[config.mk]
export PLATFORM = sky130hd
export DESIGN_NAME = der_tlv_oid_parser_flat
export DESIGN_NICKNAME = d
export VERILOG_FILES = /design/src/hw/rtl/dtop_pkg.sv /design/src/hw/rtl/dtop_ifs.sv /design/src/hw/rtl/der_tlv_oid_parser.sv /design/src/flat_wrapper.sv
export SDC_FILE = /design/constraint.sdc
export NUM_CORES = 2
export LEC_CHECK = 0
export ABC_AREA = 0
export BUFFER_PORTS_ARGS = -buffer_cell sky130_fd_sc_hd__buf_2
export CAP_MARGIN = 0
export CELL_PAD_IN_SITES_DETAIL_PLACEMENT = 1
export CELL_PAD_IN_SITES_GLOBAL_PLACEMENT = 1
export CORE_MARGIN = 3
export CORE_UTILIZATION = 55
export CTS_BUF_LIST = sky130_fd_sc_hd__clkbuf_8
export DETAILED_ROUTE_END_ITERATION = 10
export HOLD_SLACK_MARGIN = 0.06
export PLACE_DENSITY_LB_ADDON = 0.12
export REMOVE_ABC_BUFFERS = 1
export SKIP_LAST_GASP = 1
export SLEW_MARGIN = 20
export SYNTH_ARGS = -nofsm -noshare
export SYNTH_HDL_FRONTEND = slang
export SYNTH_SLANG_ARGS = --single-unit
[constraint.sdc]
create_clock -name clk -period 31 [get_ports clk]
set_input_delay 1.55 -clock clk [delete_from_list [all_inputs] [get_ports clk]]
set_output_delay 1.55 -clock clk [all_outputs]
set_load 0.02 [all_outputs]
[src/hw/rtl/dtop_pkg.sv]
// ----------------------------------------------------------------------------
// dtop_pkg
// types and constants shared by the der tlv / oid parser
// ----------------------------------------------------------------------------
package dtop_pkg;

	localparam int unsigned MaxLengthOctets = 8;
	localparam logic [7:0]  OidTag          = 8'h06;
	localparam logic [31:0] FirstArcSplit   = 32'd40;
	localparam logic [31:0] FirstArcLimit   = 32'd80;

	typedef enum logic [1:0] {
		PhTag     = 2'd0,
		PhLen     = 2'd1,
		PhLong    = 2'd2,
		PhContent = 2'd3
	} phase_t;

	typedef enum logic [1:0] {
		KindHeader  = 2'd0,
		KindContent = 2'd1,
		KindArc     = 2'd2,
		KindError   = 2'd3
	} kind_t;

	typedef enum logic [1:0] {
		ErrNone      = 2'd0,
		ErrLenTooBig = 2'd1,
		ErrTruncated = 2'd2,
		ErrUnused    = 2'd3
	} err_t;

	typedef enum logic {
		RegBufferLength = 1'b0,
		RegDecodeOid    = 1'b1
	} reg_idx_t;

	typedef struct packed {
		kind_t       kind;
		logic [7:0]  tag;
		logic [63:0] object_length;
		logic [7:0]  content_byte;
		logic [31:0] arc_value;
		err_t        error_code;
		logic        last_of_run;
	} res_t;

endpackage

[src/hw/rtl/dtop_ifs.sv]
// ----------------------------------------------------------------------------
// dtop channel interfaces
// byte input channel and result output channel, valid/ready handshake
// ----------------------------------------------------------------------------
interface dtop_byte_if;
	logic       valid;
	logic       ready;
	logic [7:0] data_byte;
	logic       first_of_buffer;

	modport source (output valid, output data_byte, output first_of_buffer, input ready);
	modport sink   (input valid, input data_byte, input first_of_buffer, output ready);
endinterface

interface dtop_res_if;
	logic        valid;
	logic        ready;
	logic [1:0]  kind;
	logic [7:0]  tag;
	logic [63:0] object_length;
	logic [7:0]  content_byte;
	logic [31:0] arc_value;
	logic [1:0]  error_code;
	logic        last_of_run;

	modport source (output valid, output kind, output tag, output object_length,
		output content_byte, output arc_value, output error_code, output last_of_run,
		input ready);
	modport sink   (input valid, input kind, input tag, input object_length,
		input content_byte, input arc_value, input error_code, input last_of_run,
		output ready);
endinterface

[src/hw/rtl/der_tlv_oid_parser.sv]
// ----------------------------------------------------------------------------
// der_tlv_oid_parser
// byte-serial der tlv parser with header, content byte and oid arc results
// ----------------------------------------------------------------------------
// channel   dir  transaction
// bytes     in   one buffer byte with restart flag
// results   out  one header, content byte, oid arc or error
// cfg_*     in   register write, index 0 buffer_length, 1 decode_oid
//
// one byte is taken per cycle while the queue has room; each byte is parsed in the cycle it is taken
// and its zero to two results enter a four-entry result queue
// bytes are taken while the queue holds two or fewer results; even with results
// always ready, bytes with two results can push the queue past two, so bytes can wait
// results stalls back up into the queue and then bytes; reset clears the
// parser state, the queue and the registers to their defaults
// ----------------------------------------------------------------------------
module der_tlv_oid_parser (
	input  logic               clk,
	input  logic               arst_n,
	dtop_byte_if.sink          bytes,
	dtop_res_if.source         results,
	input  logic               cfg_we,
	input  logic               cfg_index,
	input  logic [31:0]        cfg_wdata
);
	import dtop_pkg::*;

	logic [31:0] buf_len_q;
	logic        dec_oid_q;

	phase_t      phase_q, phase_d;
	logic [31:0] off_q, off_d;
	logic [7:0]  tag_q, tag_d;
	logic [63:0] len_q, len_d;
	logic [3:0]  oct_q, oct_d;
	logic [63:0] cont_q, cont_d;
	logic [31:0] subid_q, subid_d;
	logic        first_q, first_d;
	logic        halt_q, halt_d;

	res_t        queue_q [4];
	logic [1:0]  wr_q, rd_q;
	logic [2:0]  cnt_q;

	logic        acc, pop;
	logic [1:0]  n;
	res_t        r0, r1;

	// parse scratch
	phase_t      e_phase;
	logic [31:0] e_off;
	logic        e_halt;
	logic [31:0] s, x, y;
	logic        do_len_done, do_fail, do_hdr, do_byte, do_arc1, do_arc2;
	err_t        fail_code;
	logic [63:0] room;
	logic [6:0]  cnt;

	assign bytes.ready = (cnt_q <= 3'd2);
	assign acc = bytes.valid & bytes.ready;
	assign results.valid = (cnt_q != 3'd0);
	assign pop = results.valid & results.ready;

	always_comb begin
		e_phase = bytes.first_of_buffer ? PhTag : phase_q;
		e_off   = bytes.first_of_buffer ? 32'd0 : off_q;
		e_halt  = bytes.first_of_buffer ? 1'b0 : halt_q;
		phase_d = e_phase;
		off_d   = e_off;
		halt_d  = e_halt;
		subid_d = bytes.first_of_buffer ? 32'd0 : subid_q;
		first_d = bytes.first_of_buffer ? 1'b1 : first_q;
		tag_d   = tag_q;
		len_d   = len_q;
		oct_d   = oct_q;
		cont_d  = cont_q;
		do_len_done = 1'b0;
		do_fail   = 1'b0;
		do_hdr    = 1'b0;
		do_byte   = 1'b0;
		do_arc1   = 1'b0;
		do_arc2   = 1'b0;
		fail_code = ErrNone;
		s = 32'd0;
		x = 32'd0;
		y = 32'd0;
		cnt = bytes.data_byte[6:0];
		room = 64'd0;

		if (!e_halt) begin
			case (e_phase)
				PhTag: begin
					if (e_off < buf_len_q) begin
						tag_d = bytes.data_byte;
						len_d = 64'd0;
						if ((buf_len_q - e_off) < 32'd2) begin
							do_fail   = 1'b1;
							fail_code = ErrTruncated;
						end else begin
							off_d   = e_off + 32'd1;
							phase_d = PhLen;
						end
					end
				end
				default: begin
					if (e_off >= buf_len_q) begin
						do_fail   = 1'b1;
						fail_code = ErrTruncated;
					end else begin
						off_d = e_off + 32'd1;
						if (e_phase == PhLen) begin
							if (bytes.data_byte[7]) begin
								len_d = 64'd0;
								if ({25'd0, cnt} > 32'(MaxLengthOctets)) begin
									do_fail   = 1'b1;
									fail_code = ErrLenTooBig;
								end else if (cnt == 7'd0) begin
									do_len_done = 1'b1;
								end else begin
									oct_d   = cnt[3:0];
									phase_d = PhLong;
								end
							end else begin
								len_d = {57'd0, cnt};
								do_len_done = 1'b1;
							end
						end else if (e_phase == PhLong) begin
							len_d = {len_q[55:0], bytes.data_byte};
							oct_d = oct_q - 4'd1;
							if (oct_d == 4'd0) begin
								do_len_done = 1'b1;
							end
						end else begin
							if (dec_oid_q && (tag_q == OidTag)) begin
								s = {subid_d[24:0], cnt};
								subid_d = s;
								if (!bytes.data_byte[7]) begin
									if (first_d) begin
										if (s < FirstArcLimit) begin
											x = (s >= FirstArcSplit) ? 32'd1 : 32'd0;
											y = (s >= FirstArcSplit) ? (s - FirstArcSplit) : s;
										end else begin
											x = 32'd2;
											y = s - FirstArcLimit;
										end
										do_arc2 = 1'b1;
										first_d = 1'b0;
									end else begin
										x = s;
										do_arc1 = 1'b1;
									end
									subid_d = 32'd0;
								end
							end else begin
								do_byte = 1'b1;
							end
							cont_d = cont_q - 64'd1;
							if (cont_d == 64'd0) begin
								phase_d = PhTag;
								subid_d = 32'd0;
								first_d = 1'b1;
							end
						end
					end
				end
			endcase
		end

		if (do_len_done) begin
			room = {32'd0, buf_len_q} - {32'd0, off_d};
			if (len_d > room) begin
				do_fail   = 1'b1;
				fail_code = ErrTruncated;
			end else begin
				do_hdr  = 1'b1;
				cont_d  = len_d;
				subid_d = 32'd0;
				first_d = 1'b1;
				phase_d = (len_d == 64'd0) ? PhTag : PhContent;
			end
		end
		if (do_fail) begin
			halt_d = 1'b1;
		end

		r0 = '0;
		r1 = '0;
		r0.tag = tag_d;
		r0.object_length = len_d;
		r0.last_of_run = 1'b1;
		r1.tag = tag_d;
		r1.object_length = len_d;
		r1.last_of_run = 1'b1;
		r1.kind = KindArc;
		r1.arc_value = y;
		n = 2'd0;
		if (do_fail) begin
			r0.kind = KindError;
			r0.error_code = fail_code;
			n = 2'd1;
		end else if (do_hdr) begin
			r0.kind = KindHeader;
			n = 2'd1;
		end else if (do_byte) begin
			r0.kind = KindContent;
			r0.content_byte = bytes.data_byte;
			n = 2'd1;
		end else if (do_arc1 || do_arc2) begin
			r0.kind = KindArc;
			r0.arc_value = x;
			r0.last_of_run = do_arc1;
			n = do_arc2 ? 2'd2 : 2'd1;
		end
	end

	always_ff @(posedge clk or negedge arst_n) begin
		if (!arst_n) begin
			buf_len_q <= 32'd0;
			dec_oid_q <= 1'b1;
		end else if (cfg_we) begin
			case (cfg_index)
				RegBufferLength: buf_len_q <= cfg_wdata;
				RegDecodeOid:    dec_oid_q <= cfg_wdata[0];
				default:         ;
			endcase
		end
	end

	always_ff @(posedge clk or negedge arst_n) begin
		if (!arst_n) begin
			phase_q <= PhTag;
			off_q   <= 32'd0;
			tag_q   <= 8'd0;
			len_q   <= 64'd0;
			oct_q   <= 4'd0;
			cont_q  <= 64'd0;
			subid_q <= 32'd0;
			first_q <= 1'b1;
			halt_q  <= 1'b0;
		end else if (acc) begin
			phase_q <= phase_d;
			off_q   <= off_d;
			tag_q   <= tag_d;
			len_q   <= len_d;
			oct_q   <= oct_d;
			cont_q  <= cont_d;
			subid_q <= subid_d;
			first_q <= first_d;
			halt_q  <= halt_d;
		end
	end

	// result queue
	always_ff @(posedge clk) begin
		if (acc && (n != 2'd0)) begin
			queue_q[wr_q] <= r0;
		end
		if (acc && (n == 2'd2)) begin
			queue_q[wr_q + 2'd1] <= r1;
		end
	end

	always_ff @(posedge clk or negedge arst_n) begin
		if (!arst_n) begin
			wr_q  <= 2'd0;
			rd_q  <= 2'd0;
			cnt_q <= 3'd0;
		end else begin
			if (acc) begin
				wr_q <= wr_q + n;
			end
			if (pop) begin
				rd_q <= rd_q + 2'd1;
			end
			cnt_q <= cnt_q + (acc ? {1'b0, n} : 3'd0) - {2'd0, pop};
		end
	end

	assign results.kind          = queue_q[rd_q].kind;
	assign results.tag           = queue_q[rd_q].tag;
	assign results.object_length = queue_q[rd_q].object_length;
	assign results.content_byte  = queue_q[rd_q].content_byte;
	assign results.arc_value     = queue_q[rd_q].arc_value;
	assign results.error_code    = queue_q[rd_q].error_code;
	assign results.last_of_run   = queue_q[rd_q].last_of_run;

endmodule

[src/flat_wrapper.sv]
// flat-port wrapper written by rule: the top's interface ports become plain ports
module der_tlv_oid_parser_flat import dtop_pkg::*;
  (clk, arst_n, cfg_we, cfg_index, cfg_wdata, bytes_valid, bytes_data_byte, bytes_first_of_buffer, bytes_ready, results_valid, results_kind, results_tag, results_object_length, results_content_byte, results_arc_value, results_error_code, results_last_of_run, results_ready);
  dtop_byte_if bytes_i ();
  dtop_res_if results_i ();
  input  logic clk;
  input  logic arst_n;
  input  logic cfg_we;
  input  logic cfg_index;
  input  logic [31:0] cfg_wdata;
  input wire logic [$bits(bytes_i.valid)-1:0] bytes_valid;
  input wire logic [$bits(bytes_i.data_byte)-1:0] bytes_data_byte;
  input wire logic [$bits(bytes_i.first_of_buffer)-1:0] bytes_first_of_buffer;
  output wire logic [$bits(bytes_i.ready)-1:0] bytes_ready;
  output wire logic [$bits(results_i.valid)-1:0] results_valid;
  output wire logic [$bits(results_i.kind)-1:0] results_kind;
  output wire logic [$bits(results_i.tag)-1:0] results_tag;
  output wire logic [$bits(results_i.object_length)-1:0] results_object_length;
  output wire logic [$bits(results_i.content_byte)-1:0] results_content_byte;
  output wire logic [$bits(results_i.arc_value)-1:0] results_arc_value;
  output wire logic [$bits(results_i.error_code)-1:0] results_error_code;
  output wire logic [$bits(results_i.last_of_run)-1:0] results_last_of_run;
  input wire logic [$bits(results_i.ready)-1:0] results_ready;
  assign bytes_i.valid = bytes_valid;
  assign bytes_i.data_byte = bytes_data_byte;
  assign bytes_i.first_of_buffer = bytes_first_of_buffer;
  assign bytes_ready = bytes_i.ready;
  assign results_valid = results_i.valid;
  assign results_kind = results_i.kind;
  assign results_tag = results_i.tag;
  assign results_object_length = results_i.object_length;
  assign results_content_byte = results_i.content_byte;
  assign results_arc_value = results_i.arc_value;
  assign results_error_code = results_i.error_code;
  assign results_last_of_run = results_i.last_of_run;
  assign results_i.ready = results_ready;
  der_tlv_oid_parser u_core (.clk(clk), .arst_n(arst_n), .bytes(bytes_i), .results(results_i), .cfg_we(cfg_we), .cfg_index(cfg_index), .cfg_wdata(cfg_wdata));
endmodule
======== Yosys cells after proc, flatten, opt, wreduce, memory -nomap -nowiden ========
Memories as Yosys holds them, arrays and structs flattened.
Cells that the tools add are included.
W data, S select, Z words.
storage, ports and cells
  memories kept ........................... 1
  logic and storage cells ................. 227
  RAM bits ................................ 468
  input port bits ......................... 47
  register bits after elaboration ......... 248
memories
  name            depth  bits a word  read ports  clocked after memory_dff  write ports  line                      text
  u_core.queue_q  4      117          1           0                         2            der_tlv_oid_parser.sv:41  res_t queue_q [4];
cells by class
  reduce and logical (&&, ||, !) cells .... 15
  multiplexer cells ....................... 164
  order comparisons ....................... 8
  $add $sub $neg .......................... 12
  eq/ne operators ......................... 7
  bitwise operators ....................... 6
operators with widths
  cell                     number
  $mux W32                 38
  $mux W64                 13
  $logic_not A64 Y1        2
  $mux W40                 2
  $mux W2                  35
  $mux W1                  66
  $gt A64 B64 Y1           1
  $sub A64 B1 Y64 const B  1
  $sub A32 B32 Y33         1
  $add A32 B1 Y32 const B  1
  $ge A32 B32 Y1           1
  $ge A32 B6 Y1 const B    1
  $lt A32 B2 Y1 const B    1
  $lt A32 B32 Y1           1
  $lt A32 B7 Y1 const B    1
  $mux W8                  4
  $sub A32 B32 Y32         1
  $sub A32 B6 Y32 const B  1
  $sub A32 B7 Y32 const B  1
  $mux W4                  5
  $eq A8 B3 Y1 const B     1
  $reduce_and A8 Y1        1
  $gt A7 B4 Y1 const B     1
  $logic_not A7 Y1         1
  other kinds (19)         31

======== Logic depth before layout (Yosys ltp) ========
  depth in word-level cells ............... 18
  depth in mapped cells ................... 50
  gate-level depth less buffers ........... 42

======== Worst setup path after synthesis ========
OpenSTA, ideal clock, no wires.
  path type ............................... input -> register
  start point ............................. input port bytes_first_of_buffer
  end point ............................... register u_core.cont_q[62]
  arrival time ............................ 11.520 ns
  path slack .............................. 19.326 ns
  stages .................................. 48
  buffers on the path ..................... 8
  cell sequence ........................... clkbuf_1 inv_1 clkbuf_1 clkbuf_1 clkbuf_1 nand2_1 inv_1 fa_1 nand2b_1 a2111oi_2 nor2_1 o21ai_1 a41oi_1 and3_1 or4_1 nor4_1 and3_1 buf_2 (+12 left out) a21oi_1 o31ai_1 o21ai_0 a21o_1 ha_1 a21o_1 a21o_1 a21o_1 a211oi_1 o21ai_0 a21oi_1 and4b_1 nor2_1 or2_2 clkbuf_1 nor2_2 clkbuf_1 a221oi_1
between the ends
  longest elaborated chain between the ends .. 11
  elaborated cells between the ends (all ways) .. 36
ends and longest elaborated chain
  element               line                       text
  from (decl)           flat_wrapper.sv:13         input wire logic [$bits(bytes_i.first_of_buffer)-1:0] bytes_first_of_buffer;
  $mux W32              der_tlv_oid_parser.sv:66   e_off = bytes.first_of_buffer ? 32'd0 : off_q;
  $sub A32 B32 Y32      der_tlv_oid_parser.sv:96   if ((buf_len_q - e_off) < 32'd2) begin
  $lt A32 B2 Y1         der_tlv_oid_parser.sv:96
  $mux W32              der_tlv_oid_parser.sv:96
  $mux W32              der_tlv_oid_parser.sv:93   if (e_off < buf_len_q) begin
  $mux W32              der_tlv_oid_parser.sv:91   case (e_phase)
  $mux W32 *            der_tlv_oid_parser.sv:90   if (!e_halt) begin
  via u_core.off_d[0]   der_tlv_oid_parser.sv:32   logic [31:0] off_q, off_d;
  $sub A32 B32 Y33 *    der_tlv_oid_parser.sv:170  room = {32'd0, buf_len_q} - {32'd0, off_d};
  $gt A64 B64 Y1 *      der_tlv_oid_parser.sv:171  if (len_d > room) begin
  $mux W64 *            der_tlv_oid_parser.sv:171
  $mux W64 *            der_tlv_oid_parser.sv:169  if (do_len_done) begin
  to (signal assigned)  der_tlv_oid_parser.sv:246  cont_q <= cont_d;
  to (decl)             der_tlv_oid_parser.sv:36   logic [63:0] cont_q, cont_d;
The timed path passes the listed nets; every way through them passes the cells marked *.
A chain may end at the register's enable or synchronous reset.

======== Final worst setup path ========
  start point ............................. input port bytes_first_of_buffer
  end point ............................... register u_core.subid_q[11]
between the ends
  longest elaborated chain between the ends .. 11
  elaborated cells between the ends (all ways) .. 40
ends and longest elaborated chain
  element               line                       text
  $mux W32              der_tlv_oid_parser.sv:66
  $sub A32 B32 Y32      der_tlv_oid_parser.sv:96
  $lt A32 B2 Y1         der_tlv_oid_parser.sv:96
  $mux W32              der_tlv_oid_parser.sv:96
  $mux W32              der_tlv_oid_parser.sv:93
  $mux W32              der_tlv_oid_parser.sv:91
  $mux W32 *            der_tlv_oid_parser.sv:90
  via u_core.off_d[0]   der_tlv_oid_parser.sv:32
  $sub A32 B32 Y33 *    der_tlv_oid_parser.sv:170
  $gt A64 B64 Y1 *      der_tlv_oid_parser.sv:171
  $mux W32 *            der_tlv_oid_parser.sv:171
  $mux W32 *            der_tlv_oid_parser.sv:169
  to (signal assigned)  der_tlv_oid_parser.sv:247  subid_q <= subid_d;
  to (decl)             der_tlv_oid_parser.sv:37   logic [31:0] subid_q, subid_d;
Marks and branches as above.

==> summary.md <==
| Metric | Value |
|---|---|
| Clk Tree Root Cell | clkbuf_8 |
| Number of enable flip-flop cells after synthesis | 416 |
| Startpoint Class | input port |
| Avg Vias per Cell | 7.18 |
| Post-CTS setup repair buffer count | 0 |
| Peak Freq | 70.5 MHz |
| Fill cell count | 7776 |
| Post-synthesis register bit count | 709 |
| Setup repair after global routing missed its margin | false |
| Period Utilization, post-route | 45.8% |
| Final Max Tran Viols | 0 |
| WP buf/inv | 7 |
| DRC viols | 0 |
| Starting DRC count in detailed routing | 4670 |
| Number of global-route vias before repair | 37900 |
| Total vias in the final route | 36400 |
| # rows | 98 |
| Global-route usage over all layers | 41.7% |
| Area delta synth->final | 10.3% |
| Final hold vios | 0 |
| Largest fanout on the critical path | 50 |
| Number of gates resized after cts | 0 |
| Crit path DAT | 14.86 ns |
| CTS max path bufs | 3 |
| Worst EP required | 31.67 ns |
| Ratio of cells with drive above 1 in the final layout | 15.3% |
| Synth area leader | edfxtp_1 |
| Setup Skew | 0.0827 ns |
| Initial DRT Pass Iterations | 6 |
| CTS tree | done |
| CP max-delay cell | nor2_2 |
| Syn_area_per_cell | 10.3 µm² |
| Core area | 71900 µm² |
| Top cells by area, synth | edfxtp_1 31%, dfrtp_1 15%, mux4_2 6.6% |
| Top Family by Delay on Critical Path | compound AO/OA/AOI/OAI gates |
| First-pass GRT wire length | 240000 µm |
| VDD IR max | 68.8 µV |
| Final setup vio count | 0 |
| Hold_buf cts | 0 |
| DIE HEIGHT | 276 µm |
| Setup TNS | 0 ns |
| Initial Utilization | 55.8% |
| Post-synth top area share | 31.2% |
| Area of the mapped netlist | 40100 µm² |
| Largest net degree at the start of global routing | 240 |
| Register area share after synthesis | 48.8% |
| Slew HR | 18.9% |
| I/O Buffers | 165 |
| Die ar. | 76100 µm² |
| CTS Sinks | 709 |
| Cell count after synthesis | 3908 |
| Number of I/O pins | 166 |
| Die width | 276 µm |
| Yosys cell types | 94 |
| FFs w/ async S/R, synth | 34.0% |
| Clk_lat worst skew | 0.82 ns |
| Crit-path max cell delay | 0.86 ns |
| P_leak | 17.0 nW |
| DRT Wirelength | 160000 µm |
| Period minus WS final | 14.19 ns |
| Nets@finish | 4201 |
| Initial antenna violation count | 4 |
| Global route total overflow | 0 |
| Worst-margin pin slew | 1.21 ns |
| Status | finished clean |
| Wire per inst | 31.6 µm |
| Ys flop type | edfxtp_1 |
| CTS H-Tree Depth | 3 |
| Placer Congestion | 0.956 |
| CTS clk-pin slew, worst paths | 0.07 ns |
| Max-cap violations | 0 |
| Post-Place Worst Slack | 16.81 ns |
| Worst Path Class, Setup | input port to register |
| Power density over cell area | 78.9 nW/µm² |
| Type of the most critical hold path | register to register |
| Antenna Nets Post-Route | 0 |
| Post-detail-place hpwl | 104000 µm |
| Ys Warns | 0 |
| Area of the multi-input gates | 19100 µm² |
| TritonCTS Buffers | 118 |
| Sequential Area | 19600 µm² |
| Final worst slack | 16.81 ns |
| Crit path capture type | register |
==> cell usage in the layout, fill, tap and decap left out, types with 15 or more instances in the layout <==
| cell type | instances |
|---|---|
| a21o_1 | 44 |
| a21oi_1 | 170 |
| a22oi_1 | 102 |
| a31oi_1 | 25 |
| a32oi_1 | 28 |
| and3_1 | 39 |
| buf_2 | 164 |
| buf_4 | 66 |
| clkbuf_8 | 134 |
| clkinv_1 | 17 |
| clkinv_2 | 18 |
| dfrtp_1 | 237 |
| dfxtp_1 | 52 |
| edfxtp_1 | 416 |
| ha_1 | 143 |
| inv_1 | 167 |
| mux2_2 | 43 |
| mux2i_1 | 31 |
| mux4_2 | 117 |
| nand2_1 | 334 |
| nand2b_1 | 17 |
| nand3_1 | 107 |
| nand4_1 | 62 |
| nor2_1 | 547 |
| nor2b_1 | 43 |
| nor3_1 | 85 |
| nor4_1 | 59 |
| o211ai_1 | 15 |
| o21a_1 | 28 |
| o21ai_0 | 247 |
| o22a_1 | 46 |
| o22ai_1 | 99 |
| o31ai_1 | 28 |
| or3_1 | 29 |
| xnor2_1 | 55 |
| xor2_1 | 39 |
==> power breakdown <==
part | internal [mW] | leakage, nW | total [mW] | switching [mW]
logic | 0.476 | 7.99 | 1.32 | 0.844
registers | 1.11 | 7.55 | 1.28 | 0.175
clock network | 0.443 | 1.41 | 0.884 | 0.441
total | 2.03 | 17.0 | 3.49 | 1.46
==> kinds of logic after synthesis <==
family	Yosys count	synth area share [%]
buf+inv	383	3.70
compound gates	961	15.6
simple gates	1424	16.6
xor+xnor	94	2.05
fa+ha+maj	146	4.62
flops	709	48.8
mux	191	8.56
==> sequential cells by signal, indices dropped and copies added, names as in the netlist <==
register and cells:
u_core.queue_q 468, u_core.phase_q 2, u_core.oct_q 4, u_core.tag_q 8, u_core.off_q 32, u_core.rd_q 2
u_core.halt_q 1, u_core.cont_q 64, u_core.len_q 64, u_core.wr_q 2, u_core.buf_len_q 32, u_core.subid_q 25
u_core.first_q 1, u_core.cnt_q 3, u_core.dec_oid_q 1
==> Yosys cell counts, drive strengths merged, types with 52 or more instances <==
master,number
a21oi,172
a22oi,102
buf,52
clkbuf,203
dfrtp,239
dfxtp,52
edfxtp,416
ha,143
inv,128
mux4,117
nand2,336
nand3,108
nand4,63
nor2,551
nor3,88
nor4,64
o21ai,254
o22ai,99
xnor2,55
==> worst paths after layout <==
check	startpoint	to	slack [ns]	cells after the start
worst max-delay path	bytes_first_of_buffer	u_core.subid_q[11]	16.81	45
worst min-delay path	u_core.queue_q[1][36]	u_core.queue_q[1][36]	0.46	2
worst max register to register	u_core.off_q[6]	u_core.subid_q[11]	18.58	41
worst min register to register	u_core.queue_q[1][36]	u_core.queue_q[1][36]	0.46	2
max in group asynchronous	arst_n	u_core.len_q[46]	28.61	2
min in group asynchronous	arst_n	u_core.buf_len_q[12]	0.80	1
==> through the flow <==
stage	power [mW]	util (%)	hold slack (ns)	instance area, µm²	cells
2_1_floorplan	2.11	-	0.431	39100	3653
3_3_place_gp	2.51	58.1	0.440	41700	4836
3_5_place_dp	2.57	58.1	0.455	41700	4836
4_1_cts	3.46	61.5	0.462	44200	5061
5_1_grt	3.62	61.5	0.484	44200	5064
6_report	3.49	61.5	0.460	44200	5066
==> layout make-up <==
cell class                      count  share of cell area, %
Inverter                          128                   1.11
Sequential cell                   709                   44.3
Antenna cell                        3                 0.0170
Timing Repair Buffer              235                   3.14
Clock inverter                     91                   1.34
Clock buffer                      134                   4.17
Multi-Input combinational cell   2816                   43.3
Tap cell                          950                   2.69
==> routing by layer <==
| metal | vias to the layer above | wire [µm] | GRT usage (%) | part of all wire [%] |
|---|---|---|---|---|
| met3 | 723 | 17500 | 10.4 | 11 |
| met5 | - | 0 | 0 | 0 |
| met2 | 2767 | 73300 | 65.6 | 46 |
| li1 | 14900 | - | - | - |
| met4 | 0 | 9140 | 21.2 | 5.7 |
| met1 | 18000 | 60200 | 53.8 | 38 |
==> worst min-delay path: stages (launching register included) <==
cell	delay (ns)
dfxtp_1	0.31
nand2_1	0.05
o21ai_0	0.06
Power figures use the tool's default switching activity.
